===== src/rtl/rpc_frame_deframer_core_defines.svh =====
// ----------------------------------------------------------------------------
// rpc frame deframer assertion macros
// shared concurrent assertion wrappers clocked on clk_i
// ----------------------------------------------------------------------------
`ifndef RPC_FRAME_DEFRAMER_CORE_DEFINES_SVH
`define RPC_FRAME_DEFRAMER_CORE_DEFINES_SVH

// checked only while out of reset
`define RFD_ASSERT(lbl, prop, msg) \
  lbl: assert property (@(posedge clk_i) disable iff (!rst_ni) prop) else $error(msg);

// checked on every edge, reset included
`define RFD_ASSERT_ALWAYS(lbl, prop, msg) \
  lbl: assert property (@(posedge clk_i) prop) else $error(msg);

`endif


===== src/rtl/rfd_pkg.sv =====
// ----------------------------------------------------------------------------
// rfd_pkg
// types and constants shared by the rpc frame deframer
// ----------------------------------------------------------------------------
package rfd_pkg;

  localparam int unsigned TDATA_OUT_W = 176;
  localparam int unsigned MAX_W       = 31;

  // header byte counts at which words complete
  localparam logic [4:0] CNT_SECTION = 5'd4;
  localparam logic [4:0] CNT_BYPASS  = 5'd8;
  localparam logic [4:0] CNT_TYPE    = 5'd12;
  localparam logic [4:0] CNT_ID      = 5'd16;
  localparam logic [4:0] CNT_FULL    = 5'd20;

  localparam logic [31:0] METHOD_WORD_BYTES = 32'd4;
  localparam logic [33:0] HDR_WORD_BYTES    = 34'd16;
  localparam logic [MAX_W-1:0] MAX_RESET    = 31'h7FFF_FFFF;

  typedef enum logic [1:0] {
    PH_HEADER  = 2'd0,
    PH_METHOD  = 2'd1,
    PH_PAYLOAD = 2'd2,
    PH_BYPASS  = 2'd3
  } rfd_phase_e;

  typedef enum logic [2:0] {
    KIND_HEADER  = 3'd0,
    KIND_METHOD  = 3'd1,
    KIND_PAYLOAD = 3'd2,
    KIND_BYPASS  = 3'd3,
    KIND_ERROR   = 3'd4
  } rfd_kind_e;

  typedef enum logic [1:0] {
    ERR_NONE      = 2'd0,
    ERR_TOO_LARGE = 2'd1,
    ERR_SECTION   = 2'd2,
    ERR_METHOD    = 2'd3
  } rfd_err_e;

  typedef struct packed {
    rfd_kind_e   kind;
    logic [7:0]  data_byte;
    logic [31:0] msg_type;
    logic [31:0] request_id;
    logic [31:0] method_length;
    logic [31:0] payload_length;
    logic [31:0] bypass_length;
    rfd_err_e    error_code;
    logic        last;
  } rfd_result_t;

  // queue handshake between front and back
  typedef struct packed {
    logic valid;
    logic full;
  } rfd_q_status_t;

endpackage


===== src/rtl/rfd_front.sv =====
// ----------------------------------------------------------------------------
// rfd_front
// header parser and body byte classifier, one byte per cycle while in_fire_i is high
// ----------------------------------------------------------------------------
module rfd_front (
  input  logic                 clk_i,
  input  logic                 rst_ni,
  input  logic                 cfg_we_i,
  input  logic [30:0]          cfg_wdata_i,
  input  logic                 in_fire_i,
  input  logic [7:0]           rx_byte_i,
  output logic                 push_o,
  output rfd_pkg::rfd_result_t push_data_o
);
  import rfd_pkg::*;

  logic [MAX_W-1:0] max_q;
  rfd_phase_e       phase_q, phase_d;
  logic [4:0]       header_count_q, header_count_d;
  logic [31:0]      word_shift_q, word_shift_d;
  logic [31:0]      section_q, section_d;
  logic [31:0]      bypass_total_q, bypass_total_d;
  logic [31:0]      type_q, type_d;
  logic [31:0]      id_q, id_d;
  logic [31:0]      method_left_q, method_left_d;
  logic [31:0]      payload_left_q, payload_left_d;
  logic [31:0]      bypass_left_q, bypass_left_d;

  logic [31:0] shift_next;
  logic [4:0]  cnt_next;
  logic [33:0] total;
  logic [31:0] pay_calc;
  rfd_phase_e  hdr_phase;
  rfd_phase_e  body_phase;

  function automatic rfd_phase_e pick_phase(logic [31:0] m, logic [31:0] p, logic [31:0] b);
    rfd_phase_e ph;
    if (m != 32'd0) begin
      ph = PH_METHOD;
    end else if (p != 32'd0) begin
      ph = PH_PAYLOAD;
    end else if (b != 32'd0) begin
      ph = PH_BYPASS;
    end else begin
      ph = PH_HEADER;
    end
    return ph;
  endfunction

  always_ff @(posedge clk_i or negedge rst_ni) begin
    if (!rst_ni) begin
      max_q          <= MAX_RESET;
      phase_q        <= PH_HEADER;
      header_count_q <= '0;
      word_shift_q   <= '0;
      section_q      <= '0;
      bypass_total_q <= '0;
      type_q         <= '0;
      id_q           <= '0;
      method_left_q  <= '0;
      payload_left_q <= '0;
      bypass_left_q  <= '0;
    end else begin
      if (cfg_we_i) begin
        max_q <= cfg_wdata_i;
      end
      phase_q        <= phase_d;
      header_count_q <= header_count_d;
      word_shift_q   <= word_shift_d;
      section_q      <= section_d;
      bypass_total_q <= bypass_total_d;
      type_q         <= type_d;
      id_q           <= id_d;
      method_left_q  <= method_left_d;
      payload_left_q <= payload_left_d;
      bypass_left_q  <= bypass_left_d;
    end
  end

  assign shift_next = {word_shift_q[23:0], rx_byte_i};
  assign cnt_next   = header_count_q + 5'd1;
  assign total      = HDR_WORD_BYTES + {2'b00, section_q} + {2'b00, shift_next};
  assign pay_calc   = section_q - METHOD_WORD_BYTES - shift_next;
  assign hdr_phase  = pick_phase(shift_next, pay_calc, bypass_total_q);

  always_comb begin
    phase_d        = phase_q;
    header_count_d = header_count_q;
    word_shift_d   = word_shift_q;
    section_d      = section_q;
    bypass_total_d = bypass_total_q;
    type_d         = type_q;
    id_d           = id_q;
    method_left_d  = method_left_q;
    payload_left_d = payload_left_q;
    bypass_left_d  = bypass_left_q;
    push_o         = 1'b0;
    push_data_o    = '0;
    body_phase     = phase_q;

    if (in_fire_i) begin
      if (phase_q == PH_HEADER) begin
        word_shift_d   = shift_next;
        header_count_d = cnt_next;
        case (cnt_next)
          CNT_SECTION: section_d = shift_next;
          CNT_BYPASS: begin
            bypass_total_d = shift_next;
            if (total > {3'b000, max_q}) begin
              push_o                 = 1'b1;
              push_data_o.kind       = KIND_ERROR;
              push_data_o.error_code = ERR_TOO_LARGE;
              push_data_o.last       = 1'b1;
              header_count_d         = '0;
            end else if (section_q < METHOD_WORD_BYTES) begin
              push_o                 = 1'b1;
              push_data_o.kind       = KIND_ERROR;
              push_data_o.error_code = ERR_SECTION;
              push_data_o.last       = 1'b1;
              header_count_d         = '0;
            end
          end
          CNT_TYPE: type_d = shift_next;
          CNT_ID:   id_d   = shift_next;
          CNT_FULL: begin
            push_o         = 1'b1;
            header_count_d = '0;
            if (({1'b0, shift_next} + {1'b0, METHOD_WORD_BYTES}) > {1'b0, section_q}) begin
              push_data_o.kind       = KIND_ERROR;
              push_data_o.error_code = ERR_METHOD;
              push_data_o.last       = 1'b1;
            end else begin
              method_left_d              = shift_next;
              payload_left_d             = pay_calc;
              bypass_left_d              = bypass_total_q;
              phase_d                    = hdr_phase;
              push_data_o.kind           = KIND_HEADER;
              push_data_o.msg_type       = type_q;
              push_data_o.request_id     = id_q;
              push_data_o.method_length  = shift_next;
              push_data_o.payload_length = pay_calc;
              push_data_o.bypass_length  = bypass_total_q;
              push_data_o.last           = (hdr_phase == PH_HEADER);
            end
          end
          default: begin
            if (cnt_next > CNT_FULL) begin
              header_count_d = '0;
            end
          end
        endcase
      end else begin
        case (phase_q)
          PH_METHOD: begin
            if (method_left_q != 32'd0) method_left_d = method_left_q - 32'd1;
          end
          PH_PAYLOAD: begin
            if (payload_left_q != 32'd0) payload_left_d = payload_left_q - 32'd1;
          end
          PH_BYPASS: begin
            if (bypass_left_q != 32'd0) bypass_left_d = bypass_left_q - 32'd1;
          end
          default: ;
        endcase
        body_phase            = pick_phase(method_left_d, payload_left_d, bypass_left_d);
        phase_d               = body_phase;
        push_o                = 1'b1;
        push_data_o.kind      = rfd_kind_e'({1'b0, phase_q});
        push_data_o.data_byte = rx_byte_i;
        push_data_o.last      = (body_phase == PH_HEADER);
      end
    end
  end

endmodule


===== src/rtl/rfd_queue.sv =====
// ----------------------------------------------------------------------------
// rfd_queue
// short result queue between the parser and the output stage
// ----------------------------------------------------------------------------
module rfd_queue #(
  parameter int unsigned DEPTH = 2
) (
  input  logic                  clk_i,
  input  logic                  rst_ni,
  input  logic                  push_i,
  input  rfd_pkg::rfd_result_t  push_data_i,
  input  logic                  pop_i,
  output rfd_pkg::rfd_q_status_t status_o,
  output rfd_pkg::rfd_result_t  head_o
);
  import rfd_pkg::*;

  localparam int unsigned PTR_W = (DEPTH > 1) ? $clog2(DEPTH) : 1;
  localparam int unsigned CNT_W = $clog2(DEPTH + 1);

  rfd_result_t      entries_q [DEPTH];
  logic [PTR_W-1:0] wr_ptr_q, rd_ptr_q;
  logic [CNT_W-1:0] count_q;
  logic             do_push, do_pop;

  function automatic logic [PTR_W-1:0] ptr_inc(logic [PTR_W-1:0] p);
    logic [PTR_W-1:0] n;
    if (p == PTR_W'(DEPTH - 1)) begin
      n = '0;
    end else begin
      n = p + PTR_W'(1);
    end
    return n;
  endfunction

  assign status_o.valid = (count_q != '0);
  assign status_o.full  = (count_q == CNT_W'(DEPTH));
  assign do_push        = push_i && !status_o.full;
  assign do_pop         = pop_i && status_o.valid;
  assign head_o         = entries_q[rd_ptr_q];

  always_ff @(posedge clk_i) begin
    if (do_push) begin
      entries_q[wr_ptr_q] <= push_data_i;
    end
  end

  always_ff @(posedge clk_i or negedge rst_ni) begin
    if (!rst_ni) begin
      wr_ptr_q <= '0;
      rd_ptr_q <= '0;
      count_q  <= '0;
    end else begin
      if (do_push) wr_ptr_q <= ptr_inc(wr_ptr_q);
      if (do_pop)  rd_ptr_q <= ptr_inc(rd_ptr_q);
      case ({do_push, do_pop})
        2'b10:   count_q <= count_q + CNT_W'(1);
        2'b01:   count_q <= count_q - CNT_W'(1);
        default: count_q <= count_q;
      endcase
    end
  end

endmodule


===== src/rtl/rfd_back.sv =====
// ----------------------------------------------------------------------------
// rfd_back
// output register stage, drains the queue onto the result stream
// ----------------------------------------------------------------------------
module rfd_back (
  input  logic                   clk_i,
  input  logic                   rst_ni,
  input  rfd_pkg::rfd_q_status_t status_i,
  input  rfd_pkg::rfd_result_t   head_i,
  output logic                   pop_o,
  output logic                   m_axis_tvalid_o,
  input  logic                   m_axis_tready_i,
  output logic [rfd_pkg::TDATA_OUT_W-1:0] m_axis_tdata_o,
  output logic [2:0]             m_axis_tuser_o,
  output logic                   m_axis_tlast_o
);
  import rfd_pkg::*;

  logic        out_valid_q;
  rfd_result_t out_q;

  assign pop_o = status_i.valid && (!out_valid_q || m_axis_tready_i);

  always_ff @(posedge clk_i or negedge rst_ni) begin
    if (!rst_ni) begin
      out_valid_q <= 1'b0;
    end else if (!out_valid_q || m_axis_tready_i) begin
      out_valid_q <= status_i.valid;
    end
  end

  always_ff @(posedge clk_i) begin
    if (pop_o) begin
      out_q <= head_i;
    end
  end

  assign m_axis_tvalid_o = out_valid_q;
  assign m_axis_tuser_o  = out_q.kind;
  assign m_axis_tlast_o  = out_q.last;
  assign m_axis_tdata_o  = {6'd0, out_q.error_code, out_q.bypass_length,
                            out_q.payload_length, out_q.method_length,
                            out_q.request_id, out_q.msg_type, out_q.data_byte};

endmodule


===== src/rtl/rpc_frame_deframer_core.sv =====
// ----------------------------------------------------------------------------
// rpc_frame_deframer_core
// splits a byte stream into length-prefixed rpc frames and tags body bytes
//
//   channel   dir  content
//   s_axis    in   tdata: rx_byte[7:0]
//   m_axis    out  tdata: data_byte, msg_type, request_id, method_length,
//                  payload_length, bypass_length, error_code; tuser: kind;
//                  tlast: last
//   cfg       in   cfg_wdata_i: max_frame_bytes
//
// one byte per cycle sustained while the queue has room; a result passes
// through the queue register and then the output register
// reset sets max_frame_bytes to its largest value and starts in the header
// a stalled output fills the queue (QUEUE_DEPTH results), then input stalls
// ----------------------------------------------------------------------------
`include "rpc_frame_deframer_core_defines.svh"

module rpc_frame_deframer_core #(
  parameter int unsigned QUEUE_DEPTH = 2
) (
  input  logic         clk_i,
  input  logic         rst_ni,
  input  logic         cfg_we_i,
  input  logic [30:0]  cfg_wdata_i,     // max_frame_bytes
  input  logic         s_axis_tvalid_i,
  output logic         s_axis_tready_o,
  input  logic [7:0]   s_axis_tdata_i,  // rx_byte[7:0]
  output logic         m_axis_tvalid_o,
  input  logic         m_axis_tready_i,
  // data_byte[7:0] msg_type[39:8] request_id[71:40] method_length[103:72]
  // payload_length[135:104] bypass_length[167:136] error_code[169:168]
  output logic [175:0] m_axis_tdata_o,
  output logic [2:0]   m_axis_tuser_o,  // kind[2:0]
  output logic         m_axis_tlast_o
);
  import rfd_pkg::*;

  logic           in_fire;
  logic           push;
  rfd_result_t    push_data;
  logic           pop;
  rfd_q_status_t  q_status;
  rfd_result_t    q_head;

  assign s_axis_tready_o = !q_status.full;
  assign in_fire         = s_axis_tvalid_i && s_axis_tready_o;

  rfd_front u_front (
    .clk_i       (clk_i),
    .rst_ni      (rst_ni),
    .cfg_we_i    (cfg_we_i),
    .cfg_wdata_i (cfg_wdata_i),
    .in_fire_i   (in_fire),
    .rx_byte_i   (s_axis_tdata_i),
    .push_o      (push),
    .push_data_o (push_data)
  );

  rfd_queue #(
    .DEPTH (QUEUE_DEPTH)
  ) u_queue (
    .clk_i       (clk_i),
    .rst_ni      (rst_ni),
    .push_i      (push),
    .push_data_i (push_data),
    .pop_i       (pop),
    .status_o    (q_status),
    .head_o      (q_head)
  );

  rfd_back u_back (
    .clk_i           (clk_i),
    .rst_ni          (rst_ni),
    .status_i        (q_status),
    .head_i          (q_head),
    .pop_o           (pop),
    .m_axis_tvalid_o (m_axis_tvalid_o),
    .m_axis_tready_i (m_axis_tready_i),
    .m_axis_tdata_o  (m_axis_tdata_o),
    .m_axis_tuser_o  (m_axis_tuser_o),
    .m_axis_tlast_o  (m_axis_tlast_o)
  );

  // error results close the frame with a code; other kinds carry none
  `RFD_ASSERT(a_err_last, m_axis_tvalid_o && (m_axis_tuser_o == KIND_ERROR) |-> m_axis_tlast_o && (m_axis_tdata_o[169:168] != ERR_NONE), "error result without last or code")
  `RFD_ASSERT(a_err_code_kind, m_axis_tvalid_o && (m_axis_tuser_o != KIND_ERROR) |-> (m_axis_tdata_o[169:168] == ERR_NONE), "error code on non-error result")
  // input is held off only while results are waiting in the queue
  `RFD_ASSERT_ALWAYS(a_ready_queue, !s_axis_tready_o |-> q_status.valid, "input stalled with empty queue")
  `RFD_ASSERT(a_hdr_no_byte, m_axis_tvalid_o && ((m_axis_tuser_o == KIND_HEADER) || (m_axis_tuser_o == KIND_ERROR)) |-> (m_axis_tdata_o[7:0] == 8'd0), "data byte on header or error result")

endmodule


===== config.mk =====
export PLATFORM = sky130hd
export DESIGN_NAME = rpc_frame_deframer_core
export DESIGN_NICKNAME = d
export VERILOG_FILES = /design/src/rtl/rfd_pkg.sv /design/src/rtl/rfd_front.sv /design/src/rtl/rfd_queue.sv /design/src/rtl/rfd_back.sv /design/src/rtl/rpc_frame_deframer_core.sv
export VERILOG_INCLUDE_DIRS = /design/src /design/src/rtl
export SDC_FILE = /design/constraint.sdc
export NUM_CORES = 1
export LEC_CHECK = 0
export ABC_AREA = 1
export BUFFER_PORTS_ARGS = -buffer_cell sky130_fd_sc_hd__buf_2
export CAP_MARGIN = 20
export CORE_MARGIN = 1
export CORE_UTILIZATION = 55
export CTS_BUF_LIST = sky130_fd_sc_hd__clkbuf_16
export DETAILED_ROUTE_END_ITERATION = 10
export PLACE_DENSITY = 0.73
export SLEW_MARGIN = 20
export SYNTH_ARGS = -nofsm -noshare
export SYNTH_HDL_FRONTEND = slang
export SYNTH_SLANG_ARGS = --single-unit
export TNS_END_PERCENT = 20

===== constraint.sdc =====
create_clock -name clk_i -period 14.12 [get_ports clk_i]
set_input_delay 0.706 -clock clk_i [delete_from_list [all_inputs] [get_ports clk_i]]
set_output_delay 0.706 -clock clk_i [all_outputs]
set_load 0.05 [all_outputs]

==> flow_summary.ini <==
[setup_path]
cp_common_cell = nand2_1
cp-end-kind = flop
cp_slowest_stage_delay_ps = 750
arrival_ps = 7980
crit_fanout = 64
cp-start-kind = flop
critical_path.slowest_cell = buf_4
crit_required_ps = 14390
critPathKind = reg -> reg

[power]
p_total_mw = 12.4
seqPwrFrac_pct = 32.6
clockPowerShare_pct = 17.7
p_per_area_mw_per_mm2 = 263
p_sw_share_pct = 49.1
netSwitchingPower_mw = 6.10
p_leak_nw = 20.9
p_int_mw = 6.31
power_frac_comb_pct = 49.7
ir_worst_vdd_mv = 0.156

[grt]
grt_antenna_before_repair = 7
grt_max_degree = 177
grt-ovfl-total = 0
grtUsageTotal_pct = 31.0
grt_pass1_wl_mm = 184
grt_pass1_vias = 31900

[yosys]
ys.flop_type = edfxtp_1
synth_edf_count = 522
synthCells = 4836
yosysTopAreaCellShare_pct = 36.9
ys_seq_elements = 813
synthesis.area_sq_mm = 0.0424
synth_area_per_cell_sq_um = 8.77
yosysUniqueCellTypes = 53
synth-seq-area-share_pct = 54.2
synth_most_common_cell = nand2_1
synth_area_leaders = edfxtp_1, dfrtp_1, nand2_1
async_flop_share_pct = 35.8
yosysTopAreaCell = edfxtp_1
yosys-top-cells-count = nand2_1, nor2_1, edfxtp_1
yosysWarnings = 0

[clocking]
hold_buffers = 0
cts_resized = 0
clock-sinks = 813
htree_num_levels = 3
cts_root_buf = clkbuf_16
post-cts-setup-buffer-count = 0
clkLatencyLatePin_ps = 680
cts_buffers = 83
cts.clk_slew.worst_paths_ps = 60
cts_tree = built
clockBufferDepth = 3

[cells_and_area]
stdcell_area_sq_mm = 0.0472
multi_input_area_sq_mm = 0.0171
fillers = 6562
area_growth_pct = 11.2
register_area_sq_mm = 0.0230
final_core_util_pct = 62.0
final_nets = 5236
layout-drive-gt1-share_pct = 8.69

[route]
wl_met2_mm = 55.7
drtPass1Iterations = 6
dr_wl_met3_mm = 8.67
wl_met1_mm = 51.1
via_per_inst = 5.53
wl_per_cell_microns = 19.8
routed.top_layer = met5
num_vias = 33700
drtIter0Drc = 3465
drc = 0
ant_nets = 0
wl_mm = 121

[worst_hold_path]
hp-class = in -> async

[placement]
dpl-instance-area_sq_mm = 0.0444
place_hpwl_mm = 85.9
port_buffers = 219
gp_congestion = 1.00

[status]
status = finished clean

[timing]
clock.fmax_ghz = 0.130
hold_viol_final = 0
period_needed_ps = 7700
tns_ps = 0
fin_crit_sh_pct = 54.6
finClkSkew_ps = 62.6
max_slew_margin_pct = 20.9
rsz0062_at_grt = false
worst_pin_slew_ps = 1180
worst_hold_slack_ps = 17.6
slew_violations = 0
setup_viol = 0

[floorplan]
dieWidth_microns = 280
die-area_sq_mm = 0.0783
io_pins = 226
rows = 101
die_h_microns = 280
start_util_pct = 55.8
coreArea_sq_mm = 0.0761

[flow_run]
cap_violations = 0
==> power by group through the flow <==
stage / clock [mW] / combinational (mW) / sequential, mW
3_3_place_gp: 0 / 6.05 / 4.05
5_1_grt: 2.31 / 6.78 / 4.12
4_1_cts: 2.22 / 6.13 / 4.03
3_5_place_dp: 0 / 6.09 / 4.07
6_report: 2.19 / 6.17 / 4.04
2_1_floorplan: 0 / 3.46 / 4.94
==> sequential cells by signal, summed over array words and instances, names as in the netlist, 3 cells and up <==
signal                  count
u_back.m_axis_tdata_o     170
u_back.m_axis_tuser_o       3
u_front.bypass_left_q      32
u_front.bypass_total_q     32
u_front.header_count_q      5
u_front.id_q               32
u_front.max_q              31
u_front.method_left_q      32
u_front.payload_left_q     32
u_front.section_q          32
u_front.type_q             32
u_front.word_shift_q       24
u_queue.entries_q         348
==> cells in the final DEF (no fill, tap or decap), types with 84 or more instances in the layout <==
master	Yosys	layout
dfrtp_1	260	259
nand3_1	215	211
clkbuf_16	0	84
nor2_1	568	564
nand2_1	1518	1518
ha_1	195	195
o21ai_0	312	312
edfxtp_1	522	522
xor2_1	127	127
buf_2	17	218
a21oi_1	109	108
inv_1	439	451
==> routing by layer <==
| metal | GRT usage [%] | vias up |
|---|---|---|
| li1 | - | 16200 |
| met1 | 42.3 | 16000 |
| met2 | 49.1 | 1256 |
| met3 | 4.85 | 259 |
| met4 | 13.6 | 2 |
| met5 | 0 | - |
==> final timing paths <==
check	from	slack (ps)	end	cells after the start
min	rst_ni	20	u_front.type_q[30]	1
max in group asynchronous	rst_ni	12620	u_front.payload_left_q[6]	2
max	u_front.section_q[3]	6420	u_queue.entries_q[1][46]	36
min in group clk_i	cfg_wdata_i[22]	240	u_front.max_q[22]	3
min reg2reg	u_front.id_q[20]	480	u_front.id_q[20]	2
max reg2reg	u_front.section_q[3]	6420	u_queue.entries_q[1][46]	36
==> critical path: cells and delay by family, from the launching register on <==
family	cells	cell delay, ps
DFF	1	440
and+or+nand+nor	21	1980
xor gates and xnor gates	1	130
AOI/OAI and AO/OA	5	1260
adders and majority gates	3	900
buffers and inverters	6	2420
==> layout make-up <==
cell class | count | area share, %
Timing Repair Buffer | 247 | 2.89
Clock inverter | 72 | 1.37
Inverter | 448 | 3.58
Sequential cell | 813 | 48.8
Clock buffer | 84 | 4.46
Antenna cell | 4 | 0.0212
Tap cell | 1030 | 2.73
Multi-Input combinational cell | 3402 | 36.2
==> per-stage QoR <==
step	worst slack (ps)	cells
floorplan	1980	4841
global placement	5970	5939
detailed placement	5870	5939
CTS	6460	6095
global route	5810	6098
finish	6420	6100
==> kinds of logic (layout without fill, tap and decap cells) <==
| kind of cell | count (synthesis) | in the layout | share of synthesized area, % |
|---|---|---|---|
| buffers and inverters | 626 | 851 | 5.79 |
| other | 1 | 10 | 0.00884 |
| and+or+nand+nor | 2512 | 2512 | 24.3 |
| DFF | 813 | 813 | 54.2 |
| muxes | 1 | 1 | 0.0265 |
| xor gates and xnor gates | 144 | 144 | 2.97 |
| AOI/OAI and AO/OA | 542 | 542 | 6.81 |
| adders and majority gates | 197 | 197 | 5.85 |
(Power assumes the default switching activity.)
